--- src/design/mavg_pkg.sv ---
// Shared constants for the moving average filter.
// Field widths, register reset value and the default history depth.
// No dependencies.
package mavg_pkg;

  localparam int unsigned SAMPLE_W      = 16;
  localparam int unsigned WLEN_W        = 8;
  localparam logic [WLEN_W-1:0] WLEN_RESET = 8'd16;
  localparam int unsigned DEPTH_DEFAULT = 16;

endpackage

--- src/design/mavg_div.sv ---
// Restoring divider for the moving average filter: one quotient bit per cycle.
// Depends on mavg_pkg for the result width.
module mavg_div #(
  parameter int unsigned SUM_W = 21,
  parameter int unsigned LEN_W = 5
) (
  input  logic                          clk,
  input  logic                          rst,
  input  logic                          start,
  input  logic [SUM_W-1:0]              dividend,
  input  logic [LEN_W-1:0]              divisor,
  output logic                          done,
  output logic [mavg_pkg::SAMPLE_W-1:0] quotient
);

  localparam int unsigned STEP_W = $clog2(SUM_W + 1);

  logic [SUM_W-1:0]  quot;
  logic [LEN_W-1:0]  rem;
  logic [LEN_W-1:0]  dsor;
  logic [STEP_W-1:0] steps;
  logic              busy;

  logic [LEN_W:0] trial;
  logic [LEN_W:0] diff;
  logic           fits;

  assign trial = {rem, quot[SUM_W-1]};
  assign fits  = (trial >= {1'b0, dsor});
  assign diff  = trial - {1'b0, dsor};

  always_ff @(posedge clk) begin
    if (rst) begin
      busy  <= 1'b0;
      done  <= 1'b0;
      steps <= '0;
    end else begin
      done <= 1'b0;
      if (start) begin
        busy  <= 1'b1;
        steps <= STEP_W'(SUM_W);
      end else if (busy) begin
        steps <= steps - 1'b1;
        if (steps == STEP_W'(1)) begin
          busy <= 1'b0;
          done <= 1'b1;
        end
      end
    end
  end

  always_ff @(posedge clk) begin
    if (start) begin
      quot <= dividend;
      rem  <= '0;
      dsor <= divisor;
    end else if (busy) begin
      // shift in the next dividend bit, subtract when the divisor fits
      quot <= {quot[SUM_W-2:0], fits};
      rem  <= fits ? diff[LEN_W-1:0] : trial[LEN_W-1:0];
    end
  end

  // quotient never exceeds the largest sample, so the low bits are the result
  assign quotient = quot[mavg_pkg::SAMPLE_W-1:0];

endmodule

--- src/design/moving_average_filter_core.sv ---
// Moving average filter top level: circular history memory, summing sequencer.
// Depends on mavg_pkg and mavg_div.
//
// Usage:
//   Input channel in_valid/in_ready/sample carries one request per sample.
//   Output channel out_valid/out_ready/average returns exactly one average
//   per request, in order. cfg_wr_en/cfg_wr_data write the window length
//   (clamped to 1..DEPTH when used); write it only while the block is idle.
//   Each request writes the sample at the write pointer, then reads history
//   entries 0..len-1 one per cycle through the memory read port and adds them,
//   then divides the sum by len in a bit-serial divider (one bit per cycle).
//   One request is processed at a time: a new request is taken only once
//   the previous one has gone through the summing and divide steps.
//   in_ready rises again as soon as the result is in the output register,
//   so the next request is taken while a result still waits for out_ready.
//   If the receiver stalls, the finished quotient holds until the output
//   register frees up.
//   Reset (rst, synchronous) clears the history through per-entry valid bits,
//   zeroes the write pointer and sets the window length to 16.
module moving_average_filter_core #(
  parameter int unsigned DEPTH = mavg_pkg::DEPTH_DEFAULT
) (
  input  logic                          clk,
  input  logic                          rst,
  input  logic                          in_valid,
  output logic                          in_ready,
  input  logic [mavg_pkg::SAMPLE_W-1:0] sample,
  output logic                          out_valid,
  input  logic                          out_ready,
  output logic [mavg_pkg::SAMPLE_W-1:0] average,
  input  logic                          cfg_wr_en,
  input  logic [mavg_pkg::WLEN_W-1:0]   cfg_wr_data
);

  localparam int unsigned PTR_W = (DEPTH > 1) ? $clog2(DEPTH) : 1;
  localparam int unsigned LEN_W = $clog2(DEPTH + 1);
  localparam int unsigned SUM_W = mavg_pkg::SAMPLE_W + LEN_W;
  localparam logic [LEN_W-1:0] DEPTH_L = LEN_W'(DEPTH);

  typedef enum logic [3:0] {
    ST_IDLE = 4'b0001,
    ST_SUM  = 4'b0010,
    ST_DIV  = 4'b0100,
    ST_DONE = 4'b1000
  } state_t;

  state_t state, state_next;

  logic [mavg_pkg::WLEN_W-1:0]   wlen;
  logic [LEN_W-1:0]              len_clamped;
  logic [LEN_W-1:0]              len;
  logic [PTR_W-1:0]              wp;
  logic [LEN_W-1:0]              wp_inc;
  logic [LEN_W-1:0]              cnt;
  logic                          rd_en;
  logic                          pend;
  logic [mavg_pkg::SAMPLE_W-1:0] rdata;
  logic                          rvld;
  logic [SUM_W-1:0]              sum;
  logic                          accept;
  logic                          div_start;
  logic                          div_done;
  logic [mavg_pkg::SAMPLE_W-1:0] div_q;
  logic                          out_free;

  logic [mavg_pkg::SAMPLE_W-1:0] mem [DEPTH];
  logic [DEPTH-1:0]              written;

  assign in_ready  = (state == ST_IDLE);
  assign accept    = in_valid && in_ready;
  assign rd_en     = (state == ST_SUM) && (cnt != len);
  assign div_start = (state == ST_SUM) && !rd_en && !pend;
  assign out_free  = !out_valid || out_ready;
  assign wp_inc    = LEN_W'(wp) + 1'b1;

  always_comb begin
    if (wlen == '0) begin
      len_clamped = LEN_W'(1);
    end else if (32'(wlen) > DEPTH) begin
      len_clamped = DEPTH_L;
    end else begin
      len_clamped = LEN_W'(wlen);
    end
  end

  always_comb begin
    state_next = state;
    case (state)
      ST_IDLE: begin
        if (accept) state_next = ST_SUM;
      end
      ST_SUM: begin
        if (div_start) state_next = ST_DIV;
      end
      ST_DIV: begin
        if (div_done) state_next = ST_DONE;
      end
      ST_DONE: begin
        if (out_free) state_next = ST_IDLE;
      end
      default: state_next = ST_IDLE;
    endcase
  end

  always_ff @(posedge clk) begin
    if (rst) begin
      state     <= ST_IDLE;
      wlen      <= mavg_pkg::WLEN_RESET;
      wp        <= '0;
      written   <= '0;
      pend      <= 1'b0;
      out_valid <= 1'b0;
    end else begin
      state <= state_next;
      if (cfg_wr_en) wlen <= cfg_wr_data;
      if (accept) begin
        written[wp] <= 1'b1;
        // wrap once the pointer reaches the window length
        wp <= (wp_inc >= len_clamped) ? '0 : wp_inc[PTR_W-1:0];
      end
      pend <= rd_en;
      if (state == ST_DONE && out_free) begin
        out_valid <= 1'b1;
      end else if (out_ready) begin
        out_valid <= 1'b0;
      end
    end
  end

  // history memory: one write port, one registered read port
  always_ff @(posedge clk) begin
    if (accept) mem[wp] <= sample;
    if (rd_en) begin
      rdata <= mem[cnt[PTR_W-1:0]];
      rvld  <= written[cnt[PTR_W-1:0]];
    end
  end

  always_ff @(posedge clk) begin
    if (accept) begin
      len <= len_clamped;
      cnt <= '0;
      sum <= '0;
    end else begin
      if (rd_en) cnt <= cnt + 1'b1;
      // entries never written since reset count as zero
      if (pend && rvld) sum <= sum + SUM_W'(rdata);
    end
    if (state == ST_DONE && out_free) average <= div_q;
  end

  mavg_div #(
    .SUM_W (SUM_W),
    .LEN_W (LEN_W)
  ) u_div (
    .clk      (clk),
    .rst      (rst),
    .start    (div_start),
    .dividend (sum),
    .divisor  (len),
    .done     (div_done),
    .quotient (div_q)
  );

endmodule

--- config.mk ---
export PLATFORM = sky130hd
export DESIGN_NAME = moving_average_filter_core
export DESIGN_NICKNAME = d
export VERILOG_FILES = /design/src/design/mavg_pkg.sv /design/src/design/mavg_div.sv /design/src/design/moving_average_filter_core.sv
export SDC_FILE = /design/constraint.sdc
export NUM_CORES = 1
export LEC_CHECK = 0
export BUFFER_PORTS_ARGS = -buffer_cell sky130_fd_sc_hd__buf_2
export CORE_ASPECT_RATIO = 0.5
export CORE_MARGIN = 4
export CORE_UTILIZATION = 55
export DETAILED_ROUTE_END_ITERATION = 12
export GPL_TIMING_DRIVEN = 0
export HOLD_SLACK_MARGIN = 0.06
export PLACE_DENSITY = 0.72
export SLEW_MARGIN = 10
export SYNTH_ARGS = -nofsm -noshare
export SYNTH_HDL_FRONTEND = slang
export SYNTH_HIERARCHICAL = 1
export SYNTH_SLANG_ARGS = --single-unit
--- constraint.sdc ---
create_clock -name clk -period 8.25 [get_ports clk]
set_clock_uncertainty 0.2 [all_clocks]
set_input_delay 0.825 -clock clk [delete_from_list [all_inputs] [get_ports clk]]
set_output_delay 0.825 -clock clk [all_outputs]
set_load 0.02 [all_outputs]
Word-level counts from Yosys, hierarchy flattened
Memory sizes are Yosys's and may differ from the RTL's. A register that Yosys moved wholly into a read port is not among the register bits.
Cells that the tools add are included.
{ "word_totals": {"mem_count": 1, "word_cells": 84, "ff_bits": 120, "ram_bits": 256, "output_inout_bits": 18} }
{ "memory_table": {"columns": ["memory", "depth", "width", "rd", "rd_clocked_by_memory_dff", "write_ports", "line", "rtl"], "rows": [
  ["mem", 16, 16, 1, 1, 1, "moving_average_filter_core.sv:66", "logic [mavg_pkg::SAMPLE_W-1:0] mem [DEPTH];"]
]} }
{ "classes": {"n_reduce_logical": 17, "mux": 25, "n_addsub": 5, "eq_ne": 10, "n_bitwise": 2, "order_cmp": 6} }
{ "op_table": {"columns": ["op", "n"], "rows": [
  ["$mux W21", 2],
  ["$mux W5", 5],
  ["$add A21 B16 Y21", 1],
  ["$mux W4", 5],
  ["$or A16 B16 Y16", 1],
  ["$pmux W4 S4", 1],
  ["$lt A4 B5 Y1 const B", 2],
  ["$mux W1", 10],
  ["$gt A8 B5 Y1 const B", 1],
  ["$logic_not A8 Y1", 1],
  ["$logic_and A1 B1 Y1", 7],
  ["$ge A6 B5 Y1", 1],
  ["$add A4 B1 Y5 const B", 1],
  ["$add A5 B1 Y5 const B", 1],
  ["$eq A5 B1 Y1 const B", 1],
  ["$ge A5 B5 Y1", 1],
  ["$ne A5 B5 Y1", 1],
  ["$sub A5 B1 Y5 const B", 1],
  ["$sub A5 B5 Y5", 1],
  ["$bmux W1 S4", 1],
  ["$demux W1 S4", 1],
  ["$eq A4 B1 Y1 const B", 1],
  ["$eq A4 B2 Y1 const B", 1],
  ["$eq A4 B3 Y1 const B", 1],
  ["other kinds (11)", 16]
]} }

Depth between registers and ports, before layout
Gate-level depths: netlist of run 1.
{ "depth": {"ltp_word": 7, "depth_mapped": 11, "ltp_nobuf": 11} }

By module
The synthesis of run 1 kept the hierarchy.
{ "by_module_without_submodules": {"columns": ["mod", "instances", "cells_per_inst", "area_each_um2"], "rows": [
  ["moving_average_filter_core", 1, 790, 14134.8],
  ["mavg_div", 1, 150, 1888.1]
]} }

Worst setup path after synthesis of run 1
Ideal clock, no wire load.
{ "synth_path": {"path_type": "reg2reg", "start": "reg cnt[1]", "end": "reg u_div.quot[0] (enable)", "required_ps": 7674, "synth_period_minus_slack_ps": 3057, "slack_ps": 5193, "stages_incl_launch_ff": 10, "setup_ps": 376, "n_path_buf": 3, "t_arrival_ps": 2481, "cell_sequence": "dfxtp_1 > buf_2 > xor2_1 > nor3_2 > nand4b_1 > nor2_1 > buf_2 > buf_1 > nor2_1 > inv_1"} }
{ "synth_via": {"elab_chain_cells": 6} }
{ "synth_rtl": {"columns": ["element", "line", "rtl"], "rows": [
  ["start: declaration", "moving_average_filter_core.sv:54", "logic [LEN_W-1:0] cnt;"],
  ["start signal: assignment", "moving_average_filter_core.sv:145", "if (rd_en) cnt <= cnt + 1'b1;"],
  ["$ne A5 B5 Y1", "moving_average_filter_core.sv:71", "assign rd_en = (state == ST_SUM) && (cnt != len);"],
  ["$logic_and A1 B1 Y1", "moving_average_filter_core.sv:71", null],
  ["$logic_not A1 Y1", "moving_average_filter_core.sv:72", "assign div_start = (state == ST_SUM) && !rd_en && !pend;"],
  ["$logic_and A1 B1 Y1 (2 in series)", "moving_average_filter_core.sv:72", null],
  ["via div_start", "moving_average_filter_core.sv:61", "logic div_start;"],
  ["$reduce_bool A2 Y1 (no line)", null, null],
  ["end signal: assignment", "mavg_div.sv:54", "quot <= dividend;"],
  ["end signal: assignment", "mavg_div.sv:59", "quot <= {quot[SUM_W-2:0], fits};"],
  ["end: declaration", "mavg_div.sv:18", "logic [SUM_W-1:0] quot;"]
]} }
The timed path passes the listed nets, and every way through them passes these cells.
A chain may end at the register's enable or synchronous reset.

Worst setup path after layout of run 1
{ "layout_path": {"start": "reg cnt[1]", "end": "reg u_div.quot[4] (enable)"} }
The elaborated chain is that of the path after synthesis.

==> results of run 1 <==
per-stage QoR:
step,setup slack (ns),std cells
2_1_floorplan,5.193,940
3_3_place_gp,3.919,1367
3_5_place_dp,4.510,1383
4_1_cts,4.471,1444
5_1_grt,4.159,1444
6_report,4.466,1444
final cells by class:
| type | count | area [um^2] | share of cell area |
|---|---|---|---|
| Tap cell | 382 | 478.0 | 0.02638 |
| Timing Repair Buffer | 61 | 454.2 | 0.02507 |
| Sequential cell | 392 | 11050 | 0.6100 |
| Multi-Input combinational cell | 470 | 4662 | 0.2574 |
| Buffer | 52 | 274.0 | 0.01513 |
| Clock inverter | 16 | 102.6 | 0.005664 |
| Inverter | 26 | 97.59 | 0.005387 |
| Clock buffer | 45 | 996.0 | 0.05498 |
routing by layer:
metal | GRT usage | routed length [um] | part of all wire | vias to the layer above
li1 | - | - | - | 3847
met1 | 0.2979 | 14550 | 0.45 | 4293
met2 | 0.3316 | 15310 | 0.47 | 290
met3 | 0.04585 | 2321 | 0.071 | 33
met4 | 0.04587 | 425 | 0.013 | 0
met5 | 0 | 0 | 0 | -
state kept, by name, summed over array words and instances, names as in the netlist, 8 cells and up:
register	flops
mem	256
sum	21
u_div/quot	21
average	16
rdata	16
written	16
wlen	8
Yosys cell counts, types with 3 or more instances:
cell,instances,area (um^2)
a21oi_1,33,165.2
inv_1,24,90.09
buf_2,12,60.06
nand2_1,46,172.7
a21o_1,11,82.58
nor2_1,84,315.3
nand4_1,3,18.77
buf_4,17,127.6
clkbuf_1,19,71.32
nand3_1,9,45.04
xnor2_1,12,105.1
nor4b_1,4,35.03
ha_1,33,412.9
a211oi_1,5,37.54
nor3_2,4,40.04
xor2_1,17,148.9
buf_1,4,15.01
dfxtp_1,72,1441
nand2b_1,5,31.28
nor3_1,6,30.03
nor4_1,3,18.77
and2_1,7,43.79
o21ai_0,12,60.06
mux4_2,85,1914
and3_1,5,31.28
edfxtp_1,320,9609
mux2i_1,11,110.1
mux2_2,22,247.7
nor2b_1,4,25.02
how the worst max path moves through the flow:
stage	from	to	slack, ns	cells past startpoint
global placement	in_valid	mem[3][4]	3.92	5
detailed placement	cnt[1]	u_div/quot[2]	4.51	9
CTS	cnt[1]	u_div/quot[4]	4.47	9
floorplan	cnt[1]	u_div/quot[0]	5.19	9
global route	cnt[1]	u_div/quot[4]	4.16	9
finish	cnt[1]	u_div/quot[4]	4.47	9
cells by family (layout without fill, tap and decap cells):
kind of cell / count (synthesis) / count (layout) / synth area share
simple gates: 191 / 191 / 0.05724
buf+inv: 78 / 200 / 0.02319
xor+xnor: 29 / 29 / 0.01585
flops: 392 / 392 / 0.6897
fa+ha+maj: 35 / 35 / 0.02827
compound gates: 97 / 97 / 0.04397
mux: 118 / 118 / 0.1418
power by group:
group,internal [mW],switching [mW]
combinational,0.117,0.148
sequential,2.17,0.0147
clock,0.883,0.687
total,3.17,0.850
==> summary.txt, run 1 <==
Synth
  – Ys flop type: edfxtp_1
  – Syn nets: 1004
  – Netlist cell types: 68
  – Sequential fraction of the synthesis area: 0.6897
  – Number of synthesized flops with an enable pin: 320
  – Yosys synthesis warning count: 6
  – Mapped Cells: 940
  – Syn Area/Cell: 17.05 um^2
  – Post-Syn Area: 0.01602 mm^2
  – Post-synth ARST share: 0
  – FF+latch count, synth: 392

Worst setup path
  – Top delay family on crit path: buffers and inverters
  – Worst r2r src: cnt[1]
  – Reg2reg setup slack: 4.47 ns
  – Worst path max stage delay: 0.60 ns
  – Register-to-Register Path Depth: 9
  – CP Max Fanout: 21
  – Worst setup SP type: flop
  – Worst Path Required: 8.18 ns
  – WS Path Type: flop to flop
  – CP max-delay cell: inv_1
  – Worst-path cell chain: buf_2 -> xor2_1 -> nor3_2 -> nand4b_1 -> nor2_1 -> buf_2 -> buf_1 -> nor2_1 -> inv_1
  – Critical path arrival: 3.72 ns
  – Worst R2R End: u_div/quot[4]
  – CP Capture Type: flop
  – WP buf/inv: 4

Global route
  – Total track usage: 0.2065
  – Antenna violations before repair: 0
  – Vias in the first global route: 8502
  – Largest net degree at the start of global routing: 24
  – First-pass GRT wire length: 50060 um
  – Total gr overflow: 0

Drt
  – First-pass DRT Iterations: 5
  – DRC viols: 0
  – Final ANT Viol Nets: 0
  – Final wirelength: 32600 um
  – Vias: 8463
  – WL/cell: 22.58 um
  – Average via count per standard cell: 5.861
  – Iter 0 DRT Violations: 915

Pwr
  – Peak supply drop: 0.1402 mV
  – P_leak: 6.127 nW
  – PD cells: 221.8 mW/mm^2
  – Final Power: 4.017 mW

Placement
  – IO Port Bufs: 45
  – Gpl congestion: 0.8342
  – Area after DPL: 0.01702 mm^2
  – Post-DP HPWL: 22080 um

Floorplan
  – Core Region: 0.02819 mm^2
  – Ports: 47
  – Die Ht: 128.7 um
  – Die X-Extent: 249.4 um
  – Rows: 43
  – Total Die Area: 0.03209 mm^2
  – Initial Util: 0.5683

Timing
  – Post-route clock period utilization: 0.4587
  – Setup TNS: 0 ns
  – Max Freq: 264.3 MHz
  – Least-Margin Pin Slew: 1.032 ns
  – Slew headroom: 0.3122
  – Final Slew Violations: 0
  – RSZ-0062 raised after global routing: false
  – Tmin final: 3.784 ns
  – WHS: 0.2813 ns
  – Setup-failing EPs final: 0
  – Hold Vio Cnt, Final: 0

Min path
  – Hold Path Class: flop to flop
  – Hold depth: 1
  – Hold Path Sink: u_div/rem[4]
  – Min-delay src: u_div/rem[4]

Cells and area
  – Layout Nets: 1101
  – Final instance area: 0.01811 mm^2
  – Ant. Diodes: 0
  – Most common cell after layout, fill and taps aside: edfxtp_1
  – Commonest cells after routing, fill and taps aside: 320 x edfxtp_1, 85 x mux4_2, 72 x nor2_1, 72 x dfxtp_1, 57 x buf_2
  – Layout cell share with drive strength beyond 1: 0.2637
  – Final Util: 0.6426
  – Layout area overhead: 13.06%
  – Fillers: 1925

Clocking
  – Post-cts hold buffer count: 0
  – CTS Buf Count: 34
  – Max Buffers Root-to-Sink: 3
  – Post_cts resized: 0
  – Later-pin clock latency in the skew report: 0.52 ns
  – CTS Sinks: 392
  – CTS H-tree lvls: 2
  – Clk slew on worst S/H paths: 0.07 ns
  – Clock Tree Root: clkbuf_16
  – Post-CTS Setup Repair Bufs: 0
  – CTS tree: done

Flow run
  – Max-cap violations: 0

Outcome
  – Status: complete, no violations
(Power assumes the default switching activity.)
==> run 2, diff against run 1 <==
--- a/config.mk
+++ b/config.mk
@@ -12,7 +12,7 @@
 export DETAILED_ROUTE_END_ITERATION = 12
 export GPL_TIMING_DRIVEN = 0
 export HOLD_SLACK_MARGIN = 0.06
-export PLACE_DENSITY = 0.72
+export PLACE_DENSITY = 0.75
 export SLEW_MARGIN = 10
 export SYNTH_ARGS = -nofsm -noshare
 export SYNTH_HDL_FRONTEND = slang
==> constraint.sdc (replaced) <==
create_clock -name clk -period 3.4 [get_ports clk]
set_clock_uncertainty 0.2 [all_clocks]
set_input_delay 0.34 -clock clk [delete_from_list [all_inputs] [get_ports clk]]
set_output_delay 0.34 -clock clk [all_outputs]
set_load 0.02 [all_outputs]
==> summary.txt, run 2 (synthesis results as in run 1) <==
Floorplan
  – Core Region: 0.02819 mm^2
  – Total Die Area: 0.03209 mm^2
  – Die X-Extent: 249.4 um
  – Initial Util: 0.5683
  – Rows: 43
  – Ports: 47
  – Die Ht: 128.7 um

Timing
  – Setup TNS: 0 ns
  – Final worst slack: 0.3126 ns
  – Hold Vio Cnt, Final: 0
  – Least-Margin Pin Slew: 1.029 ns
  – Post-route clock period utilization: 0.9081
  – WHS: 0.1670 ns
  – RSZ-0062 raised after global routing: false
  – Slew headroom: 0.3139
  – Setup-failing EPs final: 0
  – Tmin final: 3.087 ns
  – Max Freq: 323.9 MHz
  – Final Slew Violations: 0

Drt
  – Final wirelength: 34540 um
  – First-pass DRT Iterations: 5
  – Final ANT Viol Nets: 0
  – DRC viols: 0
  – Average via count per standard cell: 5.957
  – WL/cell: 23.43 um
  – Vias: 8780
  – Iter 0 DRT Violations: 942

Clocking
  – CTS tree: done
  – Max Buffers Root-to-Sink: 3
  – Post-CTS Setup Repair Bufs: 0
  – Clk slew on worst S/H paths: 0.07 ns
  – Clock Tree Root: clkbuf_16
  – CTS Buf Count: 35
  – CTS Sinks: 392
  – CTS H-tree lvls: 2
  – Later-pin clock latency in the skew report: 0.54 ns

Worst setup path
  – Critical path arrival: 3.34 ns
  – Worst setup SP type: flop
  – Setup crit start: wlen[7]
  – Worst r2r src: wlen[7]
  – CP Capture Type: flop
  – Reg2reg setup slack: 0.31 ns
  – WS Path Type: flop to flop
  – CP Max Fanout: 5
  – Worst Path Required: 3.65 ns

Min path
  – Hold Path Class: primary input to flop
  – Min-delay src: cfg_wr_en

Placement
  – IO Port Bufs: 45
  – Gpl congestion: 0.8524
  – Post-DP HPWL: 22440 um
  – DP Worst Slack: -0.4263 ns
  – Area after DPL: 0.01703 mm^2

Global route
  – Total track usage: 0.2184
  – Antenna violations before repair: 0
  – Largest net degree at the start of global routing: 24
  – First-pass GRT wire length: 52810 um
  – Vias in the first global route: 8810
  – Total gr overflow: 0

Cells and area
  – Max FFs per register: 256
  – Layout area overhead: 15.51%
  – Fillers: 1866
  – Multi-input gate area: 0.004666 mm^2
  – Sequential cell area: 0.01105 mm^2
  – Final instance area: 0.01851 mm^2
  – Biggest regs: mem: 256 flops, sum: 21 flops, u_div/quot: 21 flops
  – Register bank with the most flops: mem
  – Commonest cells after routing, fill and taps aside: 320 x edfxtp_1, 85 x mux4_2, 72 x dfxtp_1
  – Final Util: 0.6565
  – Ant. Diodes: 0
  – Layout Nets: 1130
  – Layout cell share with drive strength beyond 1: 0.2637
  – Most common cell after layout, fill and taps aside: edfxtp_1

Outcome
  – Status: complete, no violations

Pwr
  – Peak supply drop: 0.2850 mV
  – P_leak: 6.286 nW
  – PD cells: 545.8 mW/mm^2

Flow run
  – Max-cap violations: 0
-- run 2: critical path: stages (launching register included) --
cell and delay, ns:
dfxtp_1 0.35, nor4_2 0.52, inv_1 0.11, nor2_1 0.18, ha_1 0.25, nand2b_1 0.15
a21o_1 0.17, a21o_1 0.17, a21o_1 0.20, a2111oi_4 0.48, a21oi_2 0.10, mux2i_1 0.13
-- run 2: routing by layer --
metal | track usage | wire (um) | share of wire
met1 | 0.3086 | 14900 | 0.43
met2 | 0.3419 | 15690 | 0.45
met3 | 0.05615 | 3026 | 0.088
met4 | 0.06848 | 918 | 0.027
met5 | 0 | 0 | 0
-- run 2: where the power goes --
group          switching [mW]  internal [mW]  total (mW)
Sequential             0.0402           5.26        5.30
Clock                    1.71           2.41        4.12
Combinational           0.376          0.306       0.682
Total                    2.13           7.98        10.1
-- run 2: worst paths after layout --
path             endpoint  cells past startpoint
max                 wp[2]                     11
min               wlen[7]                      3
max reg2reg         wp[2]                     11
min reg2reg  u_div/rem[4]                      1
-- run 2: final cells by class --
cell class                 instances  share of cell area
inverter                          26            0.005476
clock buffer                      42             0.04989
timing repair buffer              90             0.04049
sequential                       392              0.5971
tap                              382             0.02582
clock inverter                    21             0.01453
multi-input combinational        470              0.2521
buffer                            51             0.01460
-- run 2: per-stage QoR --
| step | power (mW) | std cells |
|---|---|---|
| 4_1_cts | 10.15 | 1474 |
| 5_1_grt | 10.43 | 1474 |
| 3_5_place_dp | 6.049 | 1384 |
| 3_3_place_gp | 6.005 | 1367 |
| 2_1_floorplan | 5.815 | 940 |
| 6_report | 10.10 | 1474 |
-- run 2: repair_timing --
action,in CTS,in global routing
resized for setup,2,1
hold buffers,28,0
setup endpoints to repair,21,2
hold endpoints to repair,274,0
